===== config.mk =====
export PLATFORM = sky130hd
export DESIGN_NAME = ascii_hex_command_framer_ack_checker_top_flat
export DESIGN_NICKNAME = d
export VERILOG_FILES = /design/src/hdl/acfr_pkg.sv /design/src/hdl/acfr_intf.sv /design/src/hdl/acfr_front.sv /design/src/hdl/acfr_queue.sv /design/src/hdl/acfr_back.sv /design/src/hdl/ascii_hex_command_framer_ack_checker_top.sv /design/src/flat_wrapper.sv
export SDC_FILE = /design/constraint.sdc
export NUM_CORES = 1
export LEC_CHECK = 0
export BUFFER_PORTS_ARGS = -buffer_cell sky130_fd_sc_hd__buf_2
export CELL_PAD_IN_SITES_DETAIL_PLACEMENT = 1
export CELL_PAD_IN_SITES_GLOBAL_PLACEMENT = 2
export CORE_ASPECT_RATIO = 1.1
export CORE_UTILIZATION = 45
export CTS_CLUSTER_DIAMETER = 50
export DETAILED_ROUTE_END_ITERATION = 6
export GPL_TIMING_DRIVEN = 0
export PLACE_DENSITY = 0.89
export SKIP_CTS_REPAIR_TIMING = 1
export SLEW_MARGIN = 20
export SYNTH_ARGS = -nofsm -noshare
export SYNTH_HDL_FRONTEND = slang
export SYNTH_SLANG_ARGS = --single-unit

===== constraint.sdc =====
create_clock -name clk -period 8.67 [get_ports clk]
set_input_delay 0.4335 -clock clk [delete_from_list [all_inputs] [get_ports clk]]
set_output_delay 0.4335 -clock clk [all_outputs]
set_load 0.02 [all_outputs]

===== src/hdl/acfr_pkg.sv =====
// Shared types, codes and helper functions of the command framer and reply checker.
`default_nettype none
package acfr_pkg;

	// Request codes on the input channel
	localparam logic [1:0] REQ_CMD  = 2'd0;
	localparam logic [1:0] REQ_RX   = 2'd1;
	localparam logic [1:0] REQ_TICK = 2'd2;

	// Configuration register indexes
	localparam int unsigned CFG_INDEX_W = 2;
	localparam logic [CFG_INDEX_W-1:0] CFG_MIN_PERIOD = 2'd0;
	localparam logic [CFG_INDEX_W-1:0] CFG_TIMEOUT    = 2'd1;

	localparam logic [15:0] MIN_PERIOD_RESET = 16'd30;
	localparam logic [15:0] TIMEOUT_RESET    = 16'd100;
	localparam logic [15:0] TIMER_MAX        = 16'hFFFF;

	// Characters and command opcodes
	localparam logic [7:0] CHAR_F      = 8'h46;
	localparam logic [7:0] CHAR_4      = 8'h34;
	localparam logic [7:0] CHAR_CR     = 8'h0D;
	localparam logic [7:0] OP_WRITE    = 8'h84;
	localparam logic [7:0] OP_READ     = 8'h04;

	// Reply characters that carry the hex value
	localparam logic [5:0] PARSE_FIRST = 6'd11;
	localparam logic [5:0] PARSE_LAST  = 6'd16;

	// Last character index of a frame: 'F', hex bytes, hex checksum, CR
	localparam logic [4:0] FRAME_LAST_WR = 5'd19;
	localparam logic [4:0] FRAME_LAST_RD = 5'd13;

	typedef enum logic [1:0] {
		PH_IDLE    = 2'd0,
		PH_WAIT    = 2'd1,
		PH_COLLECT = 2'd2
	} phase_t;

	// One job from the front to the back: a frame to send or a completion
	typedef struct packed {
		logic            is_cmpl;
		logic            is_write;
		logic [8:0][7:0] frame;
		logic            success;
		logic [23:0]     read_value;
		logic [5:0]      chars_received;
	} job_t;

	// Decode an ASCII hex digit: bit 4 set when the character is a hex digit (0-9, A-F, a-f)
	function automatic logic [4:0] hex_decode(input logic [7:0] c);
		logic [4:0] r;
		r = 5'd0;
		if (c >= 8'h30 && c <= 8'h39) begin
			r = {1'b1, 4'(c - 8'h30)};
		end else if (c >= 8'h41 && c <= 8'h46) begin
			r = {1'b1, 4'(c - 8'h37)};
		end else if (c >= 8'h61 && c <= 8'h66) begin
			r = {1'b1, 4'(c - 8'h57)};
		end
		return r;
	endfunction

	// Uppercase ASCII hex character of a nibble
	function automatic logic [7:0] hex_char(input logic [3:0] n);
		logic [7:0] r;
		if (n < 4'd10) begin
			r = 8'h30 + {4'd0, n};
		end else begin
			r = 8'h37 + {4'd0, n};
		end
		return r;
	endfunction

endpackage
`default_nettype wire


===== src/hdl/acfr_intf.sv =====
// Handshake channel interfaces: input items, result items and configuration writes.
`default_nettype none
interface acfr_req_if;
	logic        valid;
	logic        ready;
	logic [1:0]  req_type;
	logic        is_write;
	logic [7:0]  channel;
	logic [7:0]  window;
	logic [15:0] function_code;
	logic [23:0] payload;
	logic [7:0]  rx_byte;

	modport source (output valid, req_type, is_write, channel, window, function_code,
		payload, rx_byte, input ready);
	modport sink (input valid, req_type, is_write, channel, window, function_code,
		payload, rx_byte, output ready);
endinterface

interface acfr_rsp_if;
	logic        valid;
	logic        ready;
	logic        result_kind;
	logic [7:0]  tx_char;
	logic        last_char;
	logic        success;
	logic [23:0] read_value;
	logic [5:0]  chars_received;

	modport source (output valid, result_kind, tx_char, last_char, success, read_value,
		chars_received, input ready);
	modport sink (input valid, result_kind, tx_char, last_char, success, read_value,
		chars_received, output ready);
endinterface

interface acfr_cfg_if;
	logic        valid;
	logic        ready;
	logic [1:0]  index;
	logic [15:0] data;

	modport source (output valid, index, data, input ready);
	modport sink (input valid, index, data, output ready);
endinterface
`default_nettype wire


===== src/hdl/acfr_front.sv =====
// Front end: accepts items, runs the command/timer/reply state and issues jobs.
`default_nettype none
module acfr_front #(
	parameter int unsigned ACK_LENGTH = 20
) (
	input  wire logic    clk,
	input  wire logic    arst_n,
	acfr_req_if.sink     req,
	acfr_cfg_if.sink     cfg,
	input  wire logic    q_full,
	output acfr_pkg::job_t job,
	output logic         job_push
);

	localparam logic [5:0] ACK_LEN = 6'(ACK_LENGTH);

	acfr_pkg::phase_t phase_q, phase_d;
	logic [15:0] min_period_q, timeout_q;
	logic [15:0] timer_q, timer_d, timer_inc;
	logic        held_write_q, held_write_d;
	logic [7:0]  held_chan_q, held_chan_d;
	logic [7:0]  held_win_q, held_win_d;
	logic [15:0] held_func_q, held_func_d;
	logic [23:0] held_pay_q, held_pay_d;
	logic [5:0]  pos_q, pos_d, pos_inc;
	logic        status_q, status_d;
	logic [23:0] parsed_q, parsed_d;
	logic        stopped_q, stopped_d;
	logic        accept, send, cmpl, cmpl_full;
	logic [4:0]  hv;
	logic [7:0]  sum_rd, sum_wr;
	logic [7:0]  op;

	assign req.ready = !q_full;
	assign cfg.ready = 1'b1;
	assign accept    = req.valid && req.ready;
	assign timer_inc = (timer_q != acfr_pkg::TIMER_MAX) ? timer_q + 16'd1 : timer_q;
	assign pos_inc   = pos_q + 6'd1;
	assign hv        = acfr_pkg::hex_decode(req.rx_byte);

	// Write configuration registers
	always_ff @(posedge clk or negedge arst_n) begin
		if (!arst_n) begin
			min_period_q <= acfr_pkg::MIN_PERIOD_RESET;
			timeout_q    <= acfr_pkg::TIMEOUT_RESET;
		end else if (cfg.valid && cfg.ready) begin
			if (cfg.index == acfr_pkg::CFG_MIN_PERIOD) begin
				min_period_q <= cfg.data;
			end else if (cfg.index == acfr_pkg::CFG_TIMEOUT) begin
				timeout_q <= cfg.data;
			end
		end
	end

	// Next state for one accepted item
	always_comb begin
		phase_d      = phase_q;
		timer_d      = timer_q;
		held_write_d = held_write_q;
		held_chan_d  = held_chan_q;
		held_win_d   = held_win_q;
		held_func_d  = held_func_q;
		held_pay_d   = held_pay_q;
		pos_d        = pos_q;
		status_d     = status_q;
		parsed_d     = parsed_q;
		stopped_d    = stopped_q;
		send         = 1'b0;
		cmpl         = 1'b0;
		cmpl_full    = 1'b0;
		if (accept) begin
			case (req.req_type)
				acfr_pkg::REQ_CMD: begin
					if (phase_q != acfr_pkg::PH_WAIT && phase_q != acfr_pkg::PH_COLLECT) begin
						held_write_d = req.is_write;
						held_chan_d  = req.channel;
						held_win_d   = req.window;
						held_func_d  = req.function_code;
						held_pay_d   = req.payload;
						phase_d      = acfr_pkg::PH_WAIT;
						send         = (timer_q >= min_period_q);
					end
				end
				acfr_pkg::REQ_RX: begin
					if (phase_q == acfr_pkg::PH_COLLECT) begin
						if (pos_q == 6'd0) begin
							if (req.rx_byte == acfr_pkg::CHAR_F) begin
								pos_d = 6'd1;
							end
						end else begin
							if (pos_q == 6'd1) begin
								status_d = (req.rx_byte == acfr_pkg::CHAR_4);
							end
							if (pos_q >= acfr_pkg::PARSE_FIRST && pos_q <= acfr_pkg::PARSE_LAST
									&& !stopped_q) begin
								if (hv[4]) begin
									parsed_d = {parsed_q[19:0], hv[3:0]};
								end else begin
									stopped_d = 1'b1;
								end
							end
							pos_d = pos_inc;
							if (pos_inc >= ACK_LEN) begin
								cmpl      = 1'b1;
								cmpl_full = 1'b1;
								phase_d   = acfr_pkg::PH_IDLE;
							end
						end
					end
				end
				acfr_pkg::REQ_TICK: begin
					timer_d = timer_inc;
					if (phase_q == acfr_pkg::PH_WAIT) begin
						send = (timer_inc >= min_period_q);
					end else if (phase_q == acfr_pkg::PH_COLLECT) begin
						if (timer_inc >= timeout_q) begin
							cmpl    = 1'b1;
							phase_d = acfr_pkg::PH_IDLE;
						end
					end
				end
				default: begin
				end
			endcase
			// Start reply collection once the frame is issued
			if (send) begin
				timer_d   = 16'd0;
				pos_d     = 6'd0;
				status_d  = 1'b0;
				parsed_d  = 24'd0;
				stopped_d = 1'b0;
				phase_d   = acfr_pkg::PH_COLLECT;
			end
		end
	end

	// Build the job: frame bytes with checksum, or completion status
	assign op     = held_write_d ? acfr_pkg::OP_WRITE : acfr_pkg::OP_READ;
	assign sum_rd = 8'(op + held_chan_d + held_win_d + held_func_d[15:8] + held_func_d[7:0]);
	assign sum_wr = 8'(sum_rd + held_pay_d[23:16] + held_pay_d[15:8] + held_pay_d[7:0]);

	always_comb begin
		job_push           = send || cmpl;
		job.is_cmpl        = cmpl;
		job.is_write       = held_write_d;
		job.frame[0]       = op;
		job.frame[1]       = held_chan_d;
		job.frame[2]       = held_win_d;
		job.frame[3]       = held_func_d[15:8];
		job.frame[4]       = held_func_d[7:0];
		job.frame[5]       = held_write_d ? held_pay_d[23:16] : sum_rd;
		job.frame[6]       = held_pay_d[15:8];
		job.frame[7]       = held_pay_d[7:0];
		job.frame[8]       = sum_wr;
		job.success        = cmpl_full && status_d && (!held_write_q || parsed_d == held_pay_q);
		job.read_value     = parsed_d;
		job.chars_received = pos_d;
	end

	// Control state
	always_ff @(posedge clk or negedge arst_n) begin
		if (!arst_n) begin
			phase_q      <= acfr_pkg::PH_IDLE;
			timer_q      <= 16'd0;
			held_write_q <= 1'b0;
			held_chan_q  <= 8'd0;
			held_win_q   <= 8'd0;
			held_func_q  <= 16'd0;
			held_pay_q   <= 24'd0;
			pos_q        <= 6'd0;
			status_q     <= 1'b0;
			parsed_q     <= 24'd0;
			stopped_q    <= 1'b0;
		end else begin
			phase_q      <= phase_d;
			timer_q      <= timer_d;
			held_write_q <= held_write_d;
			held_chan_q  <= held_chan_d;
			held_win_q   <= held_win_d;
			held_func_q  <= held_func_d;
			held_pay_q   <= held_pay_d;
			pos_q        <= pos_d;
			status_q     <= status_d;
			parsed_q     <= parsed_d;
			stopped_q    <= stopped_d;
		end
	end

endmodule
`default_nettype wire


===== src/hdl/acfr_queue.sv =====
// Short job queue between front and back, head shown without a read latency.
`default_nettype none
module acfr_queue #(
	parameter int unsigned DEPTH = 4
) (
	input  wire logic           clk,
	input  wire logic           arst_n,
	input  wire logic           push,
	input  wire acfr_pkg::job_t push_job,
	input  wire logic           pop,
	output acfr_pkg::job_t      head,
	output logic                head_valid,
	output logic                full
);

	localparam int unsigned PTR_W = (DEPTH > 1) ? $clog2(DEPTH) : 1;
	localparam int unsigned CNT_W = $clog2(DEPTH + 1);
	localparam logic [PTR_W-1:0] PTR_LAST = PTR_W'(DEPTH - 1);
	localparam logic [CNT_W-1:0] CNT_FULL = CNT_W'(DEPTH);

	acfr_pkg::job_t   slot_q [DEPTH];
	logic [PTR_W-1:0] wr_q, rd_q;
	logic [CNT_W-1:0] cnt_q;
	logic             do_push, do_pop;

	assign head_valid = (cnt_q != '0);
	assign full       = (cnt_q == CNT_FULL);
	assign head       = slot_q[rd_q];
	assign do_push    = push && !full;
	assign do_pop     = pop && head_valid;

	// Store pushed job
	always_ff @(posedge clk) begin
		if (do_push) begin
			slot_q[wr_q] <= push_job;
		end
	end

	// Advance pointers and count
	always_ff @(posedge clk or negedge arst_n) begin
		if (!arst_n) begin
			wr_q  <= '0;
			rd_q  <= '0;
			cnt_q <= '0;
		end else begin
			if (do_push) begin
				wr_q <= (wr_q == PTR_LAST) ? '0 : wr_q + PTR_W'(1);
			end
			if (do_pop) begin
				rd_q <= (rd_q == PTR_LAST) ? '0 : rd_q + PTR_W'(1);
			end
			if (do_push && !do_pop) begin
				cnt_q <= cnt_q + CNT_W'(1);
			end else if (do_pop && !do_push) begin
				cnt_q <= cnt_q - CNT_W'(1);
			end
		end
	end

endmodule
`default_nettype wire


===== src/hdl/acfr_back.sv =====
// Back end: serializes frame jobs into characters and emits completions.
`default_nettype none
module acfr_back (
	input  wire logic           clk,
	input  wire logic           arst_n,
	input  wire acfr_pkg::job_t head,
	input  wire logic           head_valid,
	output logic                pop,
	acfr_rsp_if.source          rsp
);

	logic [4:0] idx_q;
	logic [4:0] last_idx, nib_idx;
	logic [7:0] cur_byte;
	logic [3:0] nib;
	logic [7:0] ch;
	logic       fire, at_last;
	logic       out_valid_q;
	logic       kind_q, last_q, ok_q;
	logic [7:0] char_q;
	logic [23:0] value_q;
	logic [5:0]  count_q;

	// Select the character at the current frame position
	assign last_idx = head.is_write ? acfr_pkg::FRAME_LAST_WR : acfr_pkg::FRAME_LAST_RD;
	assign at_last  = (idx_q == last_idx);
	assign nib_idx  = idx_q - 5'd1;
	assign cur_byte = head.frame[nib_idx[4:1]];
	assign nib      = nib_idx[0] ? cur_byte[3:0] : cur_byte[7:4];

	always_comb begin
		if (idx_q == 5'd0) begin
			ch = acfr_pkg::CHAR_F;
		end else if (at_last) begin
			ch = acfr_pkg::CHAR_CR;
		end else begin
			ch = acfr_pkg::hex_char(nib);
		end
	end

	assign fire = head_valid && (!out_valid_q || rsp.ready);
	assign pop  = fire && (head.is_cmpl || at_last);

	// Advance frame position
	always_ff @(posedge clk or negedge arst_n) begin
		if (!arst_n) begin
			idx_q <= 5'd0;
		end else if (fire) begin
			idx_q <= (head.is_cmpl || at_last) ? 5'd0 : idx_q + 5'd1;
		end
	end

	// Hold result until the transfer completes
	always_ff @(posedge clk or negedge arst_n) begin
		if (!arst_n) begin
			out_valid_q <= 1'b0;
		end else if (fire) begin
			out_valid_q <= 1'b1;
		end else if (rsp.ready) begin
			out_valid_q <= 1'b0;
		end
	end

	always_ff @(posedge clk) begin
		if (fire) begin
			kind_q  <= head.is_cmpl;
			char_q  <= head.is_cmpl ? 8'd0 : ch;
			last_q  <= !head.is_cmpl && at_last;
			ok_q    <= head.is_cmpl && head.success;
			value_q <= head.is_cmpl ? head.read_value : 24'd0;
			count_q <= head.is_cmpl ? head.chars_received : 6'd0;
		end
	end

	assign rsp.valid          = out_valid_q;
	assign rsp.result_kind    = kind_q;
	assign rsp.tx_char        = char_q;
	assign rsp.last_char      = last_q;
	assign rsp.success        = ok_q;
	assign rsp.read_value     = value_q;
	assign rsp.chars_received = count_q;

endmodule
`default_nettype wire


===== src/hdl/ascii_hex_command_framer_ack_checker_top.sv =====
// Top level of the ASCII hex command framer and reply checker.
// The input channel takes one item (command, received byte or millisecond tick) every
// clock cycle; it stalls only while the job queue (QUEUE_DEPTH entries) is full. Each
// item updates the command, timer and reply state in the same cycle and at most one
// job is queued: a frame or a completion. The back end drains jobs at one result per
// cycle while rsp.ready allows: 20 characters per write frame, 14 per read and 1 per
// completion. The front keeps running while a result waits in the output register.
// Configuration writes are always accepted and take effect on the next cycle.
`default_nettype none
module ascii_hex_command_framer_ack_checker_top #(
	parameter int unsigned ACK_LENGTH  = 20,
	parameter int unsigned QUEUE_DEPTH = 4
) (
	input wire logic clk,
	input wire logic arst_n,
	acfr_req_if.sink   req,
	acfr_rsp_if.source rsp,
	acfr_cfg_if.sink   cfg
);

	acfr_pkg::job_t push_job, head;
	logic           push, pop, head_valid, full;

	acfr_front #(
		.ACK_LENGTH (ACK_LENGTH)
	) u_front (
		.clk      (clk),
		.arst_n   (arst_n),
		.req      (req),
		.cfg      (cfg),
		.q_full   (full),
		.job      (push_job),
		.job_push (push)
	);

	acfr_queue #(
		.DEPTH (QUEUE_DEPTH)
	) u_queue (
		.clk        (clk),
		.arst_n     (arst_n),
		.push       (push),
		.push_job   (push_job),
		.pop        (pop),
		.head       (head),
		.head_valid (head_valid),
		.full       (full)
	);

	acfr_back u_back (
		.clk        (clk),
		.arst_n     (arst_n),
		.head       (head),
		.head_valid (head_valid),
		.pop        (pop),
		.rsp        (rsp)
	);

endmodule
`default_nettype wire

===== src/flat_wrapper.sv =====
// flat-port wrapper written by rule: the top's interface ports become plain ports
module ascii_hex_command_framer_ack_checker_top_flat 
#(
	parameter int unsigned ACK_LENGTH  = 20,
	parameter int unsigned QUEUE_DEPTH = 4
)
  (clk, arst_n, req_valid, req_req_type, req_is_write, req_channel, req_window, req_function_code, req_payload, req_rx_byte, req_ready, rsp_valid, rsp_result_kind, rsp_tx_char, rsp_last_char, rsp_success, rsp_read_value, rsp_chars_received, rsp_ready, cfg_valid, cfg_index, cfg_data, cfg_ready);
  acfr_req_if req_i ();
  acfr_rsp_if rsp_i ();
  acfr_cfg_if cfg_i ();
  input wire logic clk;
  input wire logic arst_n;
  input wire logic [$bits(req_i.valid)-1:0] req_valid;
  input wire logic [$bits(req_i.req_type)-1:0] req_req_type;
  input wire logic [$bits(req_i.is_write)-1:0] req_is_write;
  input wire logic [$bits(req_i.channel)-1:0] req_channel;
  input wire logic [$bits(req_i.window)-1:0] req_window;
  input wire logic [$bits(req_i.function_code)-1:0] req_function_code;
  input wire logic [$bits(req_i.payload)-1:0] req_payload;
  input wire logic [$bits(req_i.rx_byte)-1:0] req_rx_byte;
  output wire logic [$bits(req_i.ready)-1:0] req_ready;
  output wire logic [$bits(rsp_i.valid)-1:0] rsp_valid;
  output wire logic [$bits(rsp_i.result_kind)-1:0] rsp_result_kind;
  output wire logic [$bits(rsp_i.tx_char)-1:0] rsp_tx_char;
  output wire logic [$bits(rsp_i.last_char)-1:0] rsp_last_char;
  output wire logic [$bits(rsp_i.success)-1:0] rsp_success;
  output wire logic [$bits(rsp_i.read_value)-1:0] rsp_read_value;
  output wire logic [$bits(rsp_i.chars_received)-1:0] rsp_chars_received;
  input wire logic [$bits(rsp_i.ready)-1:0] rsp_ready;
  input wire logic [$bits(cfg_i.valid)-1:0] cfg_valid;
  input wire logic [$bits(cfg_i.index)-1:0] cfg_index;
  input wire logic [$bits(cfg_i.data)-1:0] cfg_data;
  output wire logic [$bits(cfg_i.ready)-1:0] cfg_ready;
  assign req_i.valid = req_valid;
  assign req_i.req_type = req_req_type;
  assign req_i.is_write = req_is_write;
  assign req_i.channel = req_channel;
  assign req_i.window = req_window;
  assign req_i.function_code = req_function_code;
  assign req_i.payload = req_payload;
  assign req_i.rx_byte = req_rx_byte;
  assign req_ready = req_i.ready;
  assign rsp_valid = rsp_i.valid;
  assign rsp_result_kind = rsp_i.result_kind;
  assign rsp_tx_char = rsp_i.tx_char;
  assign rsp_last_char = rsp_i.last_char;
  assign rsp_success = rsp_i.success;
  assign rsp_read_value = rsp_i.read_value;
  assign rsp_chars_received = rsp_i.chars_received;
  assign rsp_i.ready = rsp_ready;
  assign cfg_i.valid = cfg_valid;
  assign cfg_i.index = cfg_index;
  assign cfg_i.data = cfg_data;
  assign cfg_ready = cfg_i.ready;
  ascii_hex_command_framer_ack_checker_top #(.ACK_LENGTH(ACK_LENGTH), .QUEUE_DEPTH(QUEUE_DEPTH)) u_core (.clk(clk), .arst_n(arst_n), .req(req_i), .rsp(rsp_i), .cfg(cfg_i));
endmodule

**Yosys cells after proc, flatten, opt, wreduce, memory -nomap -nowiden**

Memory sizes are Yosys's and may differ from the RTL's.
Index checks and enable logic that the tools add are counted.

- Register bits: 193
- Memories kept: 1
- Bits in writable memories: 420

Memory list:

| memory | words | bits a word | rd ports | clocked after memory_dff | wr ports | RTL line | RTL |
|---|---|---|---|---|---|---|---|
| u_core.u_queue.slot_q | 4 | 105 | 1 | 0 | 1 | acfr_queue.sv:21 | `acfr_pkg::job_t slot_q [DEPTH];` |

- Equal/unequal tests: 25
- Add/sub/neg operators: 20
- Reduce and logical (&&, ||, !) cells: 47
- Multiplexer cells: 88
- Magnitude comparators: 14
- Bitwise gates (word level): 1

Operators by type and width:

| operator | number |
|---|---|
| $mux W24 | 10 |
| $mux W16 | 6 |
| $mux W8 | 9 |
| $add A8 B8 Y8 | 7 |
| $ge A16 B16 Y1 | 3 |
| $mux W6 | 6 |
| $bmux W8 S4 | 1 |
| $mux W1 | 32 |
| $mux W5 | 5 |
| $eq A24 B24 Y1 | 1 |
| $mux W7 | 3 |
| $ne A3 B3 Y1 const B | 7 |
| $mux W2 | 10 |
| $logic_and A1 B1 Y1 | 17 |
| $add A16 B1 Y16 const B | 1 |
| $ge A8 B7 Y1 const B | 2 |
| $le A8 B7 Y1 const B | 2 |
| $ne A16 B16 Y1 const B | 1 |
| $add A6 B4 Y7 const A | 2 |
| $reduce_bool A2 Y1 | 6 |
| $reduce_and A9 Y1 | 1 |
| $eq A2 B2 Y1 const B | 4 |
| $eq A8 B6 Y1 const B | 1 |
| $eq A8 B7 Y1 const B | 1 |
| 38 further kinds | 57 |

**Longest topological paths before layout**

- Word-level depth: 15
- Mapped depth: 26

**By module**

Synthesis repeated with hierarchy kept, for this count alone.

- Cell total of the unflattened synthesis: 1845
- Area, all modules: 28367.2 um^2

Modules (own cells, without submodules):

| module | cells each | sequential area each (um^2) | area each (um^2) | instances |
|---|---|---|---|---|
| acfr_queue | 586 | 12787.3 | 15558.7 | 1 |
| acfr_front | 975 | 3487.1 | 9809.4 | 1 |
| acfr_back | 284 | 1351.3 | 2999.1 | 1 |

**Worst setup path before layout**

Ideal clock, no wire load.

- Kind: reg2reg
- Start: register u_core.u_queue.cnt_q[0]
- End: memory u_core.u_queue.slot_q[0][102] (netlist name), data pin
- Cell stages (with the launch flop): 25
- Clock period less this slack: 6451 ps
- Arrival: 6176 ps
- Slack: 2219 ps
- Data required time: 8395 ps
- Buffers on the path: 4
- Path through: dfrtp_1 or3b_1 and2_1 buf_6 nand3_2 buf_6 buf_2 buf_2 mux2_2 fa_1 inv_1 fa_1 fa_1 inv_1 ha_1 fa_1 xor2_1 fa_1 ha_1 inv_1 o21bai_1 a21o_1 a21oi_1 xnor2_1 xnor2_1

RTL lines:

| element | RTL line | RTL |
|---|---|---|
| start, declared | acfr_queue.sv:23 | `logic [CNT_W-1:0] cnt_q;` |
| start signal, assigned | acfr_queue.sv:53 | `cnt_q <= cnt_q + CNT_W'(1);` |
| start signal, assigned | acfr_queue.sv:55 | `cnt_q <= cnt_q - CNT_W'(1);` |
| end, declared | acfr_queue.sv:21 |  |

==> reports/summary.txt <==
Status: complete, no violations
Clock latency at the later pin of the worst-skew pair: 0.61 ns
Final Hold Viols: 0
Worst R2R End: u_core.u_queue.slot_q[1][102]
Critical path class: flip-flop to flip-flop
Number of enable flip-flop cells after synthesis: 428
Mean Syn Cell Area: 15.3 um2
Final Non-Filler Cells: 2747
Crit-path max cell delay: 0.53 ns
Max-slew violation count: 0
Slowest-stage cell, CP: fa_1
Final nets: 2151
Sequential cell area fraction in the yosys report: 63.0%
Drt drc: 0
Fmax: 128 MHz
RSZ-0062 raised after global routing: false
Fraction of registers with async set/reset: 26.2%
Commonest non-fill, non-tap cell in the layout: edfxtp_1
Ys Warns: 0
Slew @ Worst Pin: 0.985 ns
GR Overflow Total: 0
DIE WIDTH: 233 um
Via count: 16100
Distinct cells, synth: 88
Crit path launch type: flip-flop
CTS tree: done
Worst slack, placed: 0.957 ns
FF-to-FF Start: u_core.u_queue.cnt_q[0]
Hold Path Sink: u_core.u_front.min_period_q[7]
Required @ worst endpoint: 9.05 ns
Seq cells post-synth: 580
Clk_skew: 0.0338 ns
Setup WS post-layout: 0.849 ns
Die Footprint: 59800 um2
First-pass GRT wire length: 110000 um
Clock Tree Buf Depth: 3
Final setup fails: 0
CTS clk-pin slew, worst paths: 0.06 ns
Die height: 256 um
Cts bufs inserted: 68
HP Start: cfg_data[7]
Most common cell on crit path: fa_1
Vias in the first global route: 17453
R2R setup slack: 0.85 ns
TNS Setup: 0 ns
I/O pin count: 134
Part of the cycle the worst path needs: 90.2%
Type of element capturing the critical path: flip-flop
Htree depth: 3
CP cell instances: or3b_1, and2_1, buf_6, nand3_2, buf_6, buf_2, buf_2, mux2_2, fa_1, inv_1, fa_1, fa_1, inv_1, ha_1, fa_1, xor2_1, fa_1, ha_1, inv_1, o21bai_1, a21o_1, a21oi_1, xnor2_1, xnor2_1
Hold depth: 3
Netlist Area Pre-Place: 26500 um2
Cells after DPL: 2622
Core area: 57700 um2
Post-layout minimum cycle time: 7.82 ns
Layout Utilization: 52.9%
WP data arrival: 8.20 ns
Min-Delay Path Class: input pin to flip-flop
Max Fanout on Critical Path: 10
All-Layer GR Usage: 24.8%
Initial antenna violation count: 7
DR pass1 iterations: 5
Buffers added on ports: 130
TritonCTS Sinks: 580
CP top delay family: adder cells
Max_slew headroom: 34.3%
Area grow syn2layout: 15.2%
Total nets after synthesis: 1940
Most used DFF post-synth: edfxtp_1
DR iter-0 viols: 1114
Initial Utilization: 45.9%
Max-Cap Viols: 0
Post-DP HPWL: 51600 um
Root Driver: clkbuf_16
CP bufs+invs: 7
R2r worst-path depth: 24
Drt wl/cell: 26.3 um
Most frequent cells in the layout: edfxtp_1 (428), buf_2 (157), dfrtp_1 (145), inv_1 (114), nand2_1 (109)
Rows: 92
Post-DRT Antenna Nets: 0
Largest net degree at the start of global routing: 84
Worst Setup SP: u_core.u_queue.cnt_q[0]
Final GP Congestion: 0.884
Share of layout cells above drive strength 1: 24.6%
Final WL: 72200 um
Post-Synthesis Cells: 1730
Vias per inst: 5.86
worst min-delay path, stage by stage:
cell	delay, ns
buf_2	0.09
nand2_1	0.04
o21ai_0	0.06
sequential cells by signal (all words and copies together), names as in the netlist, 2 cells and up:
signal and count:
u_core.u_front.held_func_q 16, u_core.u_front.pos_q 6, u_core.u_queue.cnt_q 3, u_core.u_queue.rd_q 2, u_core.u_queue.slot_q 388, u_core.u_back.idx_q 5
u_core.u_queue.wr_q 2, u_core.u_back.rsp.chars_received 6, u_core.u_back.rsp.tx_char 7, u_core.u_front.timer_q 16, u_core.u_front.parsed_q 24, u_core.u_back.rsp.read_value 24
u_core.u_front.timeout_q 16, u_core.u_front.min_period_q 16, u_core.u_front.held_chan_q 8, u_core.u_front.held_pay_q 24, u_core.u_front.phase_q 2, u_core.u_front.held_win_q 8
per-stage QoR:
step / instance area (um2) / hold slack [ns]
global placement: 28100 / 0.467
global route: 30500 / 0.0585
detailed placement: 28300 / 0.467
floorplan: 26500 / 0.138
CTS: 30500 / -0.165
finish: 30500 / 0.0649
routing by layer:
metal / vias to the layer above / share of wire [%] / GRT usage, %
met1: 8414 / 41 / 32.2
met4: 6 / 3.1 / 8.95
met3: 130 / 6.6 / 5.50
li1: 7036 / - / -
met5: - / 0.055 / 0
met2: 514 / 50 / 40.9
cells in the mapped netlist, types with 5 or more instances:
library cell | n | area share (%)
xnor2_1 | 30 | 0.99
and3_1 | 7 | 0.17
ha_1 | 91 | 4.3
o21a_1 | 8 | 0.23
nand2b_1 | 9 | 0.21
xor2_1 | 10 | 0.33
a21o_1 | 15 | 0.43
nor2_1 | 48 | 0.68
nor3_1 | 17 | 0.32
and2_1 | 37 | 0.87
inv_1 | 115 | 1.6
mux4_2 | 98 | 8.3
a22o_1 | 22 | 0.73
a21oi_1 | 43 | 0.81
o211ai_1 | 5 | 0.14
mux2i_1 | 29 | 1.1
nand4_1 | 18 | 0.43
a221oi_1 | 6 | 0.20
o21bai_1 | 6 | 0.17
dfrtp_1 | 145 | 14
o31ai_1 | 6 | 0.17
nor4_1 | 16 | 0.38
buf_2 | 28 | 0.53
a41oi_1 | 6 | 0.20
o21ai_1 | 22 | 0.42
o21ai_0 | 58 | 1.1
clkbuf_1 | 26 | 0.37
fa_1 | 29 | 2.2
mux2_2 | 73 | 3.1
nand2_1 | 109 | 1.5
edfxtp_1 | 428 | 49
dfstp_2 | 7 | 0.69
o22ai_1 | 23 | 0.54
buf_6 | 11 | 0.47
nand3_1 | 32 | 0.61
a211oi_1 | 7 | 0.20
worst max path at each step:
stage,end,slack (ns),cells after the start
floorplan,u_core.u_queue.slot_q[0][102],2.22,24
global placement,u_core.u_queue.slot_q[0][69],0.12,18
detailed placement,u_core.u_queue.slot_q[2][102],0.96,24
CTS,u_core.u_queue.slot_q[2][102],0.91,24
global route,u_core.u_queue.slot_q[1][102],0.65,24
finish,u_core.u_queue.slot_q[1][102],0.85,24
layout make-up:
class,instances,area (um2)
Timing Repair Buffer,141,908
Clock inverter,42,345
Inverter,117,439
Sequential cell,580,16700
Clock buffer,80,1810
Tap cell,752,941
Multi-Input combinational cell,966,8990
Antenna cell,2,5.00
Buffer,67,377
Fill cell,5529,27200
cells by family (layout without fill, tap and decap cells):
family | Yosys count | in the layout | share of synthesized area (%)
flip-flops | 580 | 580 | 63.0
AND/OR/NAND/NOR | 333 | 333 | 6.52
buffers and inverters | 184 | 447 | 3.08
multiplexers | 201 | 201 | 12.6
other | 2 | 4 | 0.0284
XOR/XNOR | 43 | 43 | 1.57
AO/OA/AOI/OAI | 267 | 267 | 6.73
adder cells (fa/ha/maj) | 120 | 120 | 6.50
Power is not shown: default switching activity piles up to over one toggle a cycle in this logic, so the estimate is an artifact.
